### src/rtl/core/thsf_pkg.sv
`default_nettype none

package thsf_pkg;

   localparam int NUM_CORNERS = 8;
   localparam int CORNER_BITS = 3;

   typedef logic [CORNER_BITS-1:0] thsf_node_type;

   // Bit k holds the sign of corner k along one axis: 1 is plus, 0 is minus.
   localparam logic [NUM_CORNERS-1:0] CORNER_SU = 8'b0110_0110;
   localparam logic [NUM_CORNERS-1:0] CORNER_SV = 8'b1100_1100;
   localparam logic [NUM_CORNERS-1:0] CORNER_SW = 8'b1111_0000;

   localparam thsf_node_type LAST_NODE = thsf_node_type'(NUM_CORNERS - 1);

   typedef struct packed {
      logic signed [15:0] u;
      logic signed [15:0] v;
      logic signed [15:0] w;
   } thsf_req_type;

   typedef struct packed {
      logic [2:0]         node;
      logic [15:0]        shape_value;
      logic signed [15:0] d_du;
      logic signed [15:0] d_dv;
      logic signed [15:0] d_dw;
      logic               last;
   } thsf_rsp_type;

   typedef struct packed {
      thsf_node_type node;
      logic          su;
      logic          sv;
      logic          sw;
      logic          last;
   } thsf_corner_type;

endpackage

`default_nettype wire

### src/rtl/core/thsf_expand.sv
`default_nettype none

module thsf_expand #(
   parameter int COORD_FRAC_BITS = 14
) (
   input  logic                         clock,
   input  logic                         reset,
   input  logic                         req_valid,
   output logic                         req_ready,
   input  thsf_pkg::thsf_req_type       req_payload,
   output logic                         slot_valid,
   input  logic                         slot_ready,
   output logic [COORD_FRAC_BITS+1:0]   slot_fu,
   output logic [COORD_FRAC_BITS+1:0]   slot_fv,
   output logic [COORD_FRAC_BITS+1:0]   slot_fw,
   output thsf_pkg::thsf_corner_type    slot_corner
);
   import thsf_pkg::*;

   localparam int FW = COORD_FRAC_BITS + 2;
   localparam int CW = (FW > 17) ? FW : 17;
   localparam logic signed [CW-1:0] ONE = CW'(1) << COORD_FRAC_BITS;

   logic          hold_valid_ff, hold_valid_in;
   thsf_node_type count_ff, count_in;
   logic [FW-1:0] plus_ff [3];
   logic [FW-1:0] minus_ff [3];
   logic [FW-1:0] plus_in [3];
   logic [FW-1:0] minus_in [3];
   logic signed [15:0] coord [3];
   logic          take;
   logic          issue;
   logic          last_slot;

   function automatic logic signed [CW-1:0] clamp_coord(input logic signed [15:0] x);
      logic signed [CW-1:0] xe;
      xe = {{(CW-16){x[15]}}, x};
      if (xe > ONE) begin
         xe = ONE;
      end else if (xe < -ONE) begin
         xe = -ONE;
      end
      return xe;
   endfunction

   always_comb begin
      logic signed [CW-1:0] c;
      coord[0] = req_payload.u;
      coord[1] = req_payload.v;
      coord[2] = req_payload.w;
      for (int i = 0; i < 3; i++) begin
         c           = clamp_coord(coord[i]);
         plus_in[i]  = FW'(ONE + c);
         minus_in[i] = FW'(ONE - c);
      end
   end

   assign last_slot = (count_ff == LAST_NODE);
   assign issue     = hold_valid_ff && slot_ready;
   assign req_ready = !hold_valid_ff || (slot_ready && last_slot);
   assign take      = req_valid && req_ready;

   always_comb begin
      hold_valid_in = hold_valid_ff;
      count_in      = count_ff;
      if (take) begin
         hold_valid_in = 1'b1;
         count_in      = '0;
      end else if (issue) begin
         count_in = count_ff + thsf_node_type'(1);
         if (last_slot) begin
            hold_valid_in = 1'b0;
         end
      end
   end

   always_ff @(posedge clock) begin
      if (reset) begin
         hold_valid_ff <= 1'b0;
         count_ff      <= '0;
      end else begin
         hold_valid_ff <= hold_valid_in;
         count_ff      <= count_in;
      end
   end

   always_ff @(posedge clock) begin
      if (take) begin
         plus_ff  <= plus_in;
         minus_ff <= minus_in;
      end
   end

   assign slot_valid       = hold_valid_ff;
   assign slot_corner.node = count_ff;
   assign slot_corner.su   = CORNER_SU[count_ff];
   assign slot_corner.sv   = CORNER_SV[count_ff];
   assign slot_corner.sw   = CORNER_SW[count_ff];
   assign slot_corner.last = last_slot;
   assign slot_fu = CORNER_SU[count_ff] ? plus_ff[0] : minus_ff[0];
   assign slot_fv = CORNER_SV[count_ff] ? plus_ff[1] : minus_ff[1];
   assign slot_fw = CORNER_SW[count_ff] ? plus_ff[2] : minus_ff[2];

   a_slot_hold: assert property (@(posedge clock) disable iff (reset)
      hold_valid_ff && !slot_ready |=> hold_valid_ff && $stable(count_ff))
      else $error("Corner sequencer advanced without a transaction.");

   a_run_end: assert property (@(posedge clock) disable iff (reset)
      issue && last_slot && !take |=> !hold_valid_ff)
      else $error("Corner sequencer kept running after the last corner.");

endmodule

`default_nettype wire

### src/rtl/core/thsf_pipe.sv
`default_nettype none

module thsf_pipe #(
   parameter int COORD_FRAC_BITS = 14
) (
   input  logic                         clock,
   input  logic                         reset,
   input  logic                         slot_valid,
   output logic                         slot_ready,
   input  logic [COORD_FRAC_BITS+1:0]   slot_fu,
   input  logic [COORD_FRAC_BITS+1:0]   slot_fv,
   input  logic [COORD_FRAC_BITS+1:0]   slot_fw,
   input  thsf_pkg::thsf_corner_type    slot_corner,
   output logic                         rsp_valid,
   input  logic                         rsp_ready,
   output thsf_pkg::thsf_rsp_type       rsp_payload
);
   import thsf_pkg::*;

   localparam int FW = COORD_FRAC_BITS + 2;
   localparam int PW = 2 * COORD_FRAC_BITS + 3;
   localparam int PL = (PW + 1) / 2;
   localparam int PH = PW - PL;
   localparam int TW = PW + FW;
   localparam int S2 = 2 * COORD_FRAC_BITS - 12;
   localparam int S3 = 3 * COORD_FRAC_BITS - 12;
   localparam logic [PW:0]   HALF2 = (PW + 1)'(1) << (S2 - 1);
   localparam logic [TW-1:0] HALF3 = TW'(1) << (S3 - 1);

   logic            s2_valid_ff;
   thsf_corner_type s2_corner_ff;
   logic [PW-1:0]   s2_puv_ff, s2_pvw_ff, s2_puw_ff;
   logic [PW-1:0]   s2_puv_in, s2_pvw_in, s2_puw_in;
   logic [FW-1:0]   s2_fw_ff;

   logic             s3_valid_ff;
   thsf_corner_type  s3_corner_ff;
   logic [PL+FW-1:0] s3_lo_ff, s3_lo_in;
   logic [PH+FW-1:0] s3_hi_ff, s3_hi_in;
   logic [15:0]      s3_du_ff, s3_dv_ff, s3_dw_ff;
   logic [15:0]      s3_du_in, s3_dv_in, s3_dw_in;

   logic         out_valid_ff;
   thsf_rsp_type out_ff, out_in;

   logic s2_ready, s3_ready, s4_ready;
   logic [TW-1:0] total;

   function automatic logic [15:0] round_deriv(input logic [PW-1:0] m, input logic positive);
      logic [PW:0] up;
      logic [PW:0] down;
      logic [15:0] r;
      up   = {1'b0, m} + HALF2;
      down = {1'b0, m} + (HALF2 - (PW + 1)'(1));
      if (positive) begin
         r = up[S2+15:S2];
      end else begin
         r = -down[S2+15:S2];
      end
      return r;
   endfunction

   assign s4_ready   = !out_valid_ff || rsp_ready;
   assign s3_ready   = !s3_valid_ff || s4_ready;
   assign s2_ready   = !s2_valid_ff || s3_ready;
   assign slot_ready = s2_ready;

   always_comb begin
      logic [2*FW-1:0] puv, pvw, puw;
      puv       = slot_fu * slot_fv;
      pvw       = slot_fv * slot_fw;
      puw       = slot_fu * slot_fw;
      s2_puv_in = puv[PW-1:0];
      s2_pvw_in = pvw[PW-1:0];
      s2_puw_in = puw[PW-1:0];
   end

   always_comb begin
      s3_lo_in = s2_puv_ff[PL-1:0] * s2_fw_ff;
      s3_hi_in = s2_puv_ff[PW-1:PL] * s2_fw_ff;
      s3_du_in = round_deriv(s2_pvw_ff, s2_corner_ff.su);
      s3_dv_in = round_deriv(s2_puw_ff, s2_corner_ff.sv);
      s3_dw_in = round_deriv(s2_puv_ff, s2_corner_ff.sw);
   end

   always_comb begin
      total              = {s3_hi_ff, {PL{1'b0}}} + TW'(s3_lo_ff) + HALF3;
      out_in.node        = s3_corner_ff.node;
      out_in.shape_value = total[S3+15:S3];
      out_in.d_du        = s3_du_ff;
      out_in.d_dv        = s3_dv_ff;
      out_in.d_dw        = s3_dw_ff;
      out_in.last        = s3_corner_ff.last;
   end

   always_ff @(posedge clock) begin
      if (reset) begin
         s2_valid_ff  <= 1'b0;
         s3_valid_ff  <= 1'b0;
         out_valid_ff <= 1'b0;
      end else begin
         if (s2_ready) begin
            s2_valid_ff <= slot_valid;
         end
         if (s3_ready) begin
            s3_valid_ff <= s2_valid_ff;
         end
         if (s4_ready) begin
            out_valid_ff <= s3_valid_ff;
         end
      end
   end

   always_ff @(posedge clock) begin
      if (s2_ready && slot_valid) begin
         s2_corner_ff <= slot_corner;
         s2_puv_ff    <= s2_puv_in;
         s2_pvw_ff    <= s2_pvw_in;
         s2_puw_ff    <= s2_puw_in;
         s2_fw_ff     <= slot_fw;
      end
      if (s3_ready && s2_valid_ff) begin
         s3_corner_ff <= s2_corner_ff;
         s3_lo_ff     <= s3_lo_in;
         s3_hi_ff     <= s3_hi_in;
         s3_du_ff     <= s3_du_in;
         s3_dv_ff     <= s3_dv_in;
         s3_dw_ff     <= s3_dw_in;
      end
      if (s4_ready && s3_valid_ff) begin
         out_ff <= out_in;
      end
   end

   assign rsp_valid   = out_valid_ff;
   assign rsp_payload = out_ff;

   a_last_node: assert property (@(posedge clock) disable iff (reset)
      out_valid_ff |-> out_ff.last == (out_ff.node == LAST_NODE))
      else $error("Last flag does not match the corner index.");

   a_shape_range: assert property (@(posedge clock) disable iff (reset)
      out_valid_ff |-> out_ff.shape_value <= 16'd32768)
      else $error("Shape value exceeds one.");

   a_mid_hold: assert property (@(posedge clock) disable iff (reset)
      s3_valid_ff && !s4_ready |=> s3_valid_ff && $stable(s3_corner_ff))
      else $error("Stalled pipeline stage lost or changed its corner.");

endmodule

`default_nettype wire

### src/rtl/core/trilinear_hex_shape_functions.sv
`default_nettype none

// Trilinear shape functions of the eight-node reference hexahedron. Each
// request transaction carries one local coordinate (u,v,w) in signed fixed
// point with COORD_FRAC_BITS fraction bits; each coordinate is clamped to
// [-1,1]. The block answers with eight response transactions, one per
// corner in the order (-,-,-),(+,-,-),(+,+,-),(-,+,-),(-,-,+),(+,-,+),
// (+,+,+),(-,+,+), each with the corner index, the shape value in unsigned
// Q1.15, its three partial derivatives in signed Q1.15 (round to nearest,
// ties up) and a last flag on the eighth. The corner sequencer registers
// the coordinate and feeds one corner per cycle, while slot_ready is high,
// into the three-stage arithmetic pipeline, whose output register holds the
// response; responses follow one per cycle while rsp_ready is high. The
// next coordinate is taken in the same cycle as the last corner of the
// previous one leaves the sequencer, and no earlier.
module trilinear_hex_shape_functions #(
   parameter int COORD_FRAC_BITS = 14
) (
   input  logic                   clock,
   input  logic                   reset,
   input  logic                   req_valid,
   output logic                   req_ready,
   input  thsf_pkg::thsf_req_type req_payload,
   output logic                   rsp_valid,
   input  logic                   rsp_ready,
   output thsf_pkg::thsf_rsp_type rsp_payload
);
   import thsf_pkg::*;

   logic                       slot_valid;
   logic                       slot_ready;
   logic [COORD_FRAC_BITS+1:0] slot_fu;
   logic [COORD_FRAC_BITS+1:0] slot_fv;
   logic [COORD_FRAC_BITS+1:0] slot_fw;
   thsf_corner_type            slot_corner;

   thsf_expand #(
      .COORD_FRAC_BITS(COORD_FRAC_BITS)
   ) u_expand (
      .clock      (clock),
      .reset      (reset),
      .req_valid  (req_valid),
      .req_ready  (req_ready),
      .req_payload(req_payload),
      .slot_valid (slot_valid),
      .slot_ready (slot_ready),
      .slot_fu    (slot_fu),
      .slot_fv    (slot_fv),
      .slot_fw    (slot_fw),
      .slot_corner(slot_corner)
   );

   thsf_pipe #(
      .COORD_FRAC_BITS(COORD_FRAC_BITS)
   ) u_pipe (
      .clock      (clock),
      .reset      (reset),
      .slot_valid (slot_valid),
      .slot_ready (slot_ready),
      .slot_fu    (slot_fu),
      .slot_fv    (slot_fv),
      .slot_fw    (slot_fw),
      .slot_corner(slot_corner),
      .rsp_valid  (rsp_valid),
      .rsp_ready  (rsp_ready),
      .rsp_payload(rsp_payload)
   );

endmodule

`default_nettype wire

### config.mk
export PLATFORM = sky130hd
export DESIGN_NAME = trilinear_hex_shape_functions
export DESIGN_NICKNAME = d
export VERILOG_FILES = /design/src/rtl/core/thsf_pkg.sv /design/src/rtl/core/thsf_expand.sv /design/src/rtl/core/thsf_pipe.sv /design/src/rtl/core/trilinear_hex_shape_functions.sv
export SDC_FILE = /design/constraint.sdc
export NUM_CORES = 2
export LEC_CHECK = 0
export BUFFER_PORTS_ARGS = -buffer_cell sky130_fd_sc_hd__buf_4
export CELL_PAD_IN_SITES_DETAIL_PLACEMENT = 1
export CELL_PAD_IN_SITES_GLOBAL_PLACEMENT = 1
export CORE_UTILIZATION = 53
export CTS_BUF_LIST = sky130_fd_sc_hd__clkbuf_8
export CTS_CLUSTER_DIAMETER = 50
export DETAILED_ROUTE_END_ITERATION = 8
export PLACE_DENSITY_LB_ADDON = 0.1
export SKIP_LAST_GASP = 1
export SYNTH_ARGS = -nofsm -noshare
export SYNTH_HDL_FRONTEND = slang
export SYNTH_SLANG_ARGS = --single-unit
### constraint.sdc
create_clock -name clock -period 10.6 [get_ports clock]
set_input_delay 1.06 -clock clock [delete_from_list [all_inputs] [get_ports clock]]
set_output_delay 1.06 -clock clock [all_outputs]
set_load 0.02 [all_outputs]
# Word level (Yosys, flattened, before mapping)
# Memories as Yosys holds them, arrays and structs flattened. A register that Yosys moved wholly into a read port is not among the register bits.
# Cells that the tools add are included.
[op_classes] n_mul=5 n_lt_le_gt_ge=7 n_eq_ne=1 reduce_logical=17 muxes=24 addsub=18
[ops] op="2-to-1 mux 16 bit" count=12
[ops] op="adder 31 x 15 -> 32 bit (second input constant)" count=3
[ops] op="adder 31 x 16 -> 32 bit (second input constant)" count=3
[ops] op="multiplier 16 x 16 -> 31 bit" count=3
[ops] op="adder 16 bit (first input constant)" count=3
[ops] op="> comparator 16 bit (second input constant)" count=3
[ops] op="less-than comparator 16 x 15 -> 1 bit (second input constant)" count=3
[ops] op="negator 16 bit" count=3
[ops] op="subtractor 16 bit (first input constant)" count=3
[ops] op="adder 46 x 30 -> 46 bit (second input constant)" count=1
[ops] op="adder 46 x 32 -> 46 bit" count=1
[ops] op="multiplier 16 x 16 -> 32 bit" count=1
[ops] op="multiplier 15 x 16 -> 30 bit" count=1
[ops] op="2-to-1 mux 3 bit" count=6
[ops] op="2-to-1 mux 1 bit" count=6
[ops] op="logical AND 1 bit" count=5
[ops] op="zero test 1 bit" count=4
[ops] op="logical OR 1 bit" count=4
[ops] op="less-than comparator 3 x 4 -> 1 bit (second input constant)" count=1
[ops] op="nonzero test 2 bit" count=2
[ops] op="adder 3 x 1 -> 3 bit (second input constant)" count=1
[ops] op="== test 3 bit (second input constant)" count=1
[ops] op="AND reduction 2 bit" count=1
[ops] op="OR reduction 2 bit" count=1
[word_totals] out_inout_bits=70 word_cells=108 rom_bits=24 reg_bits=401 inputBits=52 n_memories=3
[memory_table] name="(name not given)" depth=8 width=1 rd=1 rd_clocked_by_memory_dff=1 wr=0 line_no="thsf_expand.sv:96" rtl="assign slot_corner.su = CORNER_SU[count_ff];"
[memory_table] name="(name not given)" depth=8 width=1 rd=1 rd_clocked_by_memory_dff=1 wr=0 line_no="thsf_expand.sv:97" rtl="assign slot_corner.sv = CORNER_SV[count_ff];"
[memory_table] name="(name not given)" depth=8 width=1 rd=1 rd_clocked_by_memory_dff=1 wr=0 line_no="thsf_expand.sv:98" rtl="assign slot_corner.sw = CORNER_SW[count_ff];"

# Depth between registers and ports, before layout
[logic_depth] depth_word=9 mapped_depth=28 ltp_nobuf=25

# By module
# Synthesis repeated with hierarchy kept, for this count alone.
[hier_totals] cells_unflattened=6029 area_unflattened_um2=58383.5
[modules_own_cells] mod="thsf_pipe" cells_per_inst=5601 area_per_inst_um2=53269.8 instances=1 seq_area_each_um2=8528.2
[modules_own_cells] mod="thsf_expand" cells_per_inst=428 area_per_inst_um2=5113.7 instances=1 seq_area_each_um2=2932.8

# Worst setup path after synthesis
# Ideal clock, no wire load.
[synth_timing] path_type="input to register" startpoint="input rsp_ready" endpoint="register u_pipe.s3_corner_ff, in the netlist u_pipe.out_in[0], enable pin" arrival_ps=8252 setup_time_ps=704 path_stages=2 t_required_ps=9896 n_path_buf=0 setup_slack_ps=1643 cell_sequence="nor2b_1 a21boi_0"
[synth_via] elab_chain_len=3
[synth_rtl] element="start: declaration" line_no="trilinear_hex_shape_functions.sv:25" rtl="input logic rsp_ready,"
[synth_rtl] element="logical OR 1 bit" line_no="thsf_pipe.sv:63" rtl="assign s4_ready = !out_valid_ff || rsp_ready;"
[synth_rtl] element="logical OR 1 bit" line_no="thsf_pipe.sv:64" rtl="assign s3_ready = !s3_valid_ff || s4_ready;"
[synth_rtl] element="logical AND 1 bit" line_no="thsf_pipe.sv:122" rtl="if (s3_ready && s2_valid_ff) begin"
[synth_rtl] element="end signal: assignment" line_no="thsf_pipe.sv:123" rtl="s3_corner_ff <= s2_corner_ff;"
[synth_rtl] element="end: declaration" line_no="thsf_pipe.sv:37" rtl="thsf_corner_type s3_corner_ff;"
# Every way passes these cells.
# A chain may end at the register's enable or synchronous reset.

==> flow_metrics.env <==
export IMPL_worstHoldStart="u_pipe.s2_corner_ff[0]"
export IMPL_port_buffer_count=121
export IMPL_vias=43000
export IMPL_met3_wirelength_um=11200
export IMPL_wl_met1_um=67100
export IMPL_cpMostUsedCell="fa_1"
export IMPL_clock_fmax_ghz=0.108
export IMPL_fillers=12100
export IMPL_end_kind="register"
export IMPL_critPathTopFamily="adder cells"
export IMPL_fin_crit_sh_pct=87.3
export IMPL_insertion_delay_ns=0.80
export IMPL_hold_path_depth=0
export IMPL_synth_cells=6106
export IMPL_clock_tree_buffer_depth=3
export IMPL_die_width_um=333
export IMPL_initial_core_util_pct=53.8
export IMPL_crit_buf_inv=4
export IMPL_num_nets_final=7642
export IMPL_vias_per_cell=5.68
export IMPL_routed_top_layer="met5"
export IMPL_wl_met2_um=81400
export IMPL_cp_slowest_stage_delay_ns=1.13
export IMPL_overflow=0
export IMPL_drtIter0Drc=2490
export IMPL_synth_async_reset_ratio_pct=0
export IMPL_worstMarginPinSlew_ns=1.36
export IMPL_ys_seq_area_share_pct=19.8
export IMPL_cts_htree_levels=3
export IMPL_yosys_warnings=0
export IMPL_setup_violations=0
export IMPL_slowest_stage="clkinv_1"
export IMPL_postCtsHoldBufs=0
export IMPL_dr_pass1_iters=6
export IMPL_finalCriticalPeriod_ns=9.25
export IMPL_grt_max_degree=70
export IMPL_synthesis_nets=7642
export IMPL_postLayoutCellArea_um2=61900
export IMPL_place_hpwl_um=128000
export IMPL_required_ns=11.12
export IMPL_ios=122
export IMPL_area_growth_synth_to_final_pct=6.80
export IMPL_core_um2=108000
export IMPL_drt_wirelength_per_cell_um=22.1
export IMPL_finalHoldViolCount=0
export IMPL_grt_pass1_wl_um=265000
export IMPL_crit_type="reg -> reg"
export IMPL_r2r_slack_ns=1.35
export IMPL_tritoncts="yes"
export IMPL_crit_chain="mux2i_1, clkinv_1, nand2_1, fa_1, fa_1, inv_1, fa_1, fa_1, fa_1, inv_1, fa_1, inv_1, ha_1, a21o_1, a21o_1, a21oi_1, or3b_2, o21ai_1, o21ai_0, a221o_1, xnor2_1"
export IMPL_place_congestion=0.921
export IMPL_regToRegEndpoint="u_pipe.s2_pvw_ff[30]"
export IMPL_postPlaceCellArea_um2=60200
export IMPL_syn_avg_cell_area_um2=9.49
export IMPL_synth_edf_count=375
export IMPL_clock_sinks=385
export IMPL_final_common_cell="inv_1"
export IMPL_rsz0062_at_grt="false"
export IMPL_worstPathMaxFanout=28
export IMPL_grt_use_total_pct=31.0
export IMPL_cts_made_buffers=78
export IMPL_rows=120
export IMPL_rr_startpoint="u_expand.slot_corner[1]"
export IMPL_die_area_um2=111000
export IMPL_synth_seq_cells=385
export IMPL_worstHoldEndpoint="u_pipe.out_in[0]"
export IMPL_slew_violations=0
export IMPL_synth_distinct_cells=87
export IMPL_hold_path_class="reg -> reg"
export IMPL_cp_arrival_ns=9.78
export IMPL_synthFlopType="edfxtp_1"
export IMPL_grt_pass1_vias=47800
export IMPL_drcViolationCount=0
export IMPL_drive_gt1_share_pct=6.73
export IMPL_cts_root_buf="clkbuf_8"
export IMPL_maxSlewHeadroom_pct=6.97
export IMPL_skew_ns=0.0656
export IMPL_ant_nets=0
export IMPL_die_y_um=333
export IMPL_synthesis_area_um2=57900
export IMPL_reg2regPathDepth=21
export IMPL_cts_setup_buffers=0
export IMPL_status="completed"
export IMPL_drv_cap=0
export IMPL_final_cell_mix="inv_1 (1167), fa_1 (951), nand2_1 (776), ha_1 (533), nor2_1 (505)"
export IMPL_grt_antenna_before_repair=1
export IMPL_totalWireLength_um=167000
export IMPL_cts_resized=0
export IMPL_startpoint_type="register"
export IMPL_cts_clk_slew_worst_paths_ns=0.06
export IMPL_fin_tns_setup_ns=0
-- registers in the layout, summed over array words and instances (netlist names), 3 cells and up --
name,flops
u_pipe.s3_hi_ff,30
u_pipe.rsp_payload,68
u_pipe.s2_corner_ff,7
u_pipe.s2_fw_ff,16
u_pipe.s2_puv_ff,31
u_pipe.s3_lo_ff,16
u_expand.slot_corner,3
u_pipe.out_in,4
u_pipe.s2_puw_ff,31
u_expand.count_ff,3
u_expand.minus_ff,48
u_expand.plus_ff,45
u_pipe.s3_du_ff,16
u_pipe.s2_pvw_ff,31
u_pipe.s3_dv_ff,16
u_pipe.s3_dw_ff,16
-- worst max path at each step --
stage | start | to | slack [ns] | depth (start not counted)
floorplan | rsp_ready | u_pipe.out_in[0] | 1.64 | 2
global placement | u_expand.slot_corner[1] | u_pipe.s2_pvw_ff[30] | 1.86 | 21
detailed placement | u_expand.slot_corner[1] | u_pipe.s2_pvw_ff[30] | 1.42 | 21
CTS | u_expand.slot_corner[1] | u_pipe.s2_pvw_ff[30] | 1.47 | 21
global route | u_expand.slot_corner[1] | u_pipe.s2_pvw_ff[30] | 0.98 | 21
finish | u_expand.slot_corner[1] | u_pipe.s2_pvw_ff[30] | 1.35 | 21
-- Yosys cell counts, drive strengths merged (21+ instances only) --
master / n / area [µm²]
inv: 1150 / 4320
fa: 951 / 19000
nand2: 777 / 2920
ha: 533 / 6670
nor2: 505 / 1900
edfxtp: 375 / 11300
and2: 331 / 2070
clkbuf: 259 / 973
xnor2: 154 / 1350
a21oi: 148 / 744
o21ai: 105 / 526
xor2: 77 / 674
nand3: 69 / 345
nor3: 62 / 315
a21o: 59 / 443
and3: 55 / 344
mux2i: 52 / 521
mux2: 35 / 394
buf: 33 / 151
o21a: 30 / 225
o21bai: 25 / 188
nand4: 21 / 131
-- cells by family (layout without fill, tap and decap cells) --
logic type,count (synthesis),after routing,share of synthesized area [%]
AND/OR/NAND/NOR,1934,1934,15.3
adder cells (fa/ha/maj),1484,1484,44.4
buffers and inverters,1450,1512,9.45
AO/OA/AOI/OAI,535,535,6.01
flip-flops,385,385,19.8
XOR/XNOR,231,231,3.49
multiplexers,87,87,1.58
other,0,2,0
-- through the flow --
stage          cells  hold slack (ns)  setup WS [ns]  utilization, %
2_1_floorplan   6106            0.400           1.64               -
3_3_place_gp    7429            0.401           1.86            56.0
3_5_place_dp    7429            0.406           1.42            56.0
4_1_cts         7571            0.412           1.47            57.5
5_1_grt         7572            0.425          0.983            57.5
6_report        7573            0.417           1.35            57.5
-- layer usage --
metal  up-vias  global-route usage (%)
li1      19100                       -
met1     22200                    38.7
met2      1350                    53.0
met3       391                    5.16
met4         2                    13.8
met5         -                       0
-- final cells by class --
class | count | area [µm²] | share of cell area, %
antenna | 2 | 5.00 | 0.00809
clock buffer | 83 | 1140 | 1.85
clock inverter | 59 | 465 | 0.752
inverter | 1158 | 4350 | 7.03
multi-input combinational | 4271 | 41100 | 66.4
sequential | 385 | 11500 | 18.5
tap | 1403 | 1760 | 2.84
timing repair buffer | 212 | 1590 | 2.57
Power is left out: the tool's default activity adds up to more than one toggle a clock period on the data nets, which glitch-free logic cannot reach.
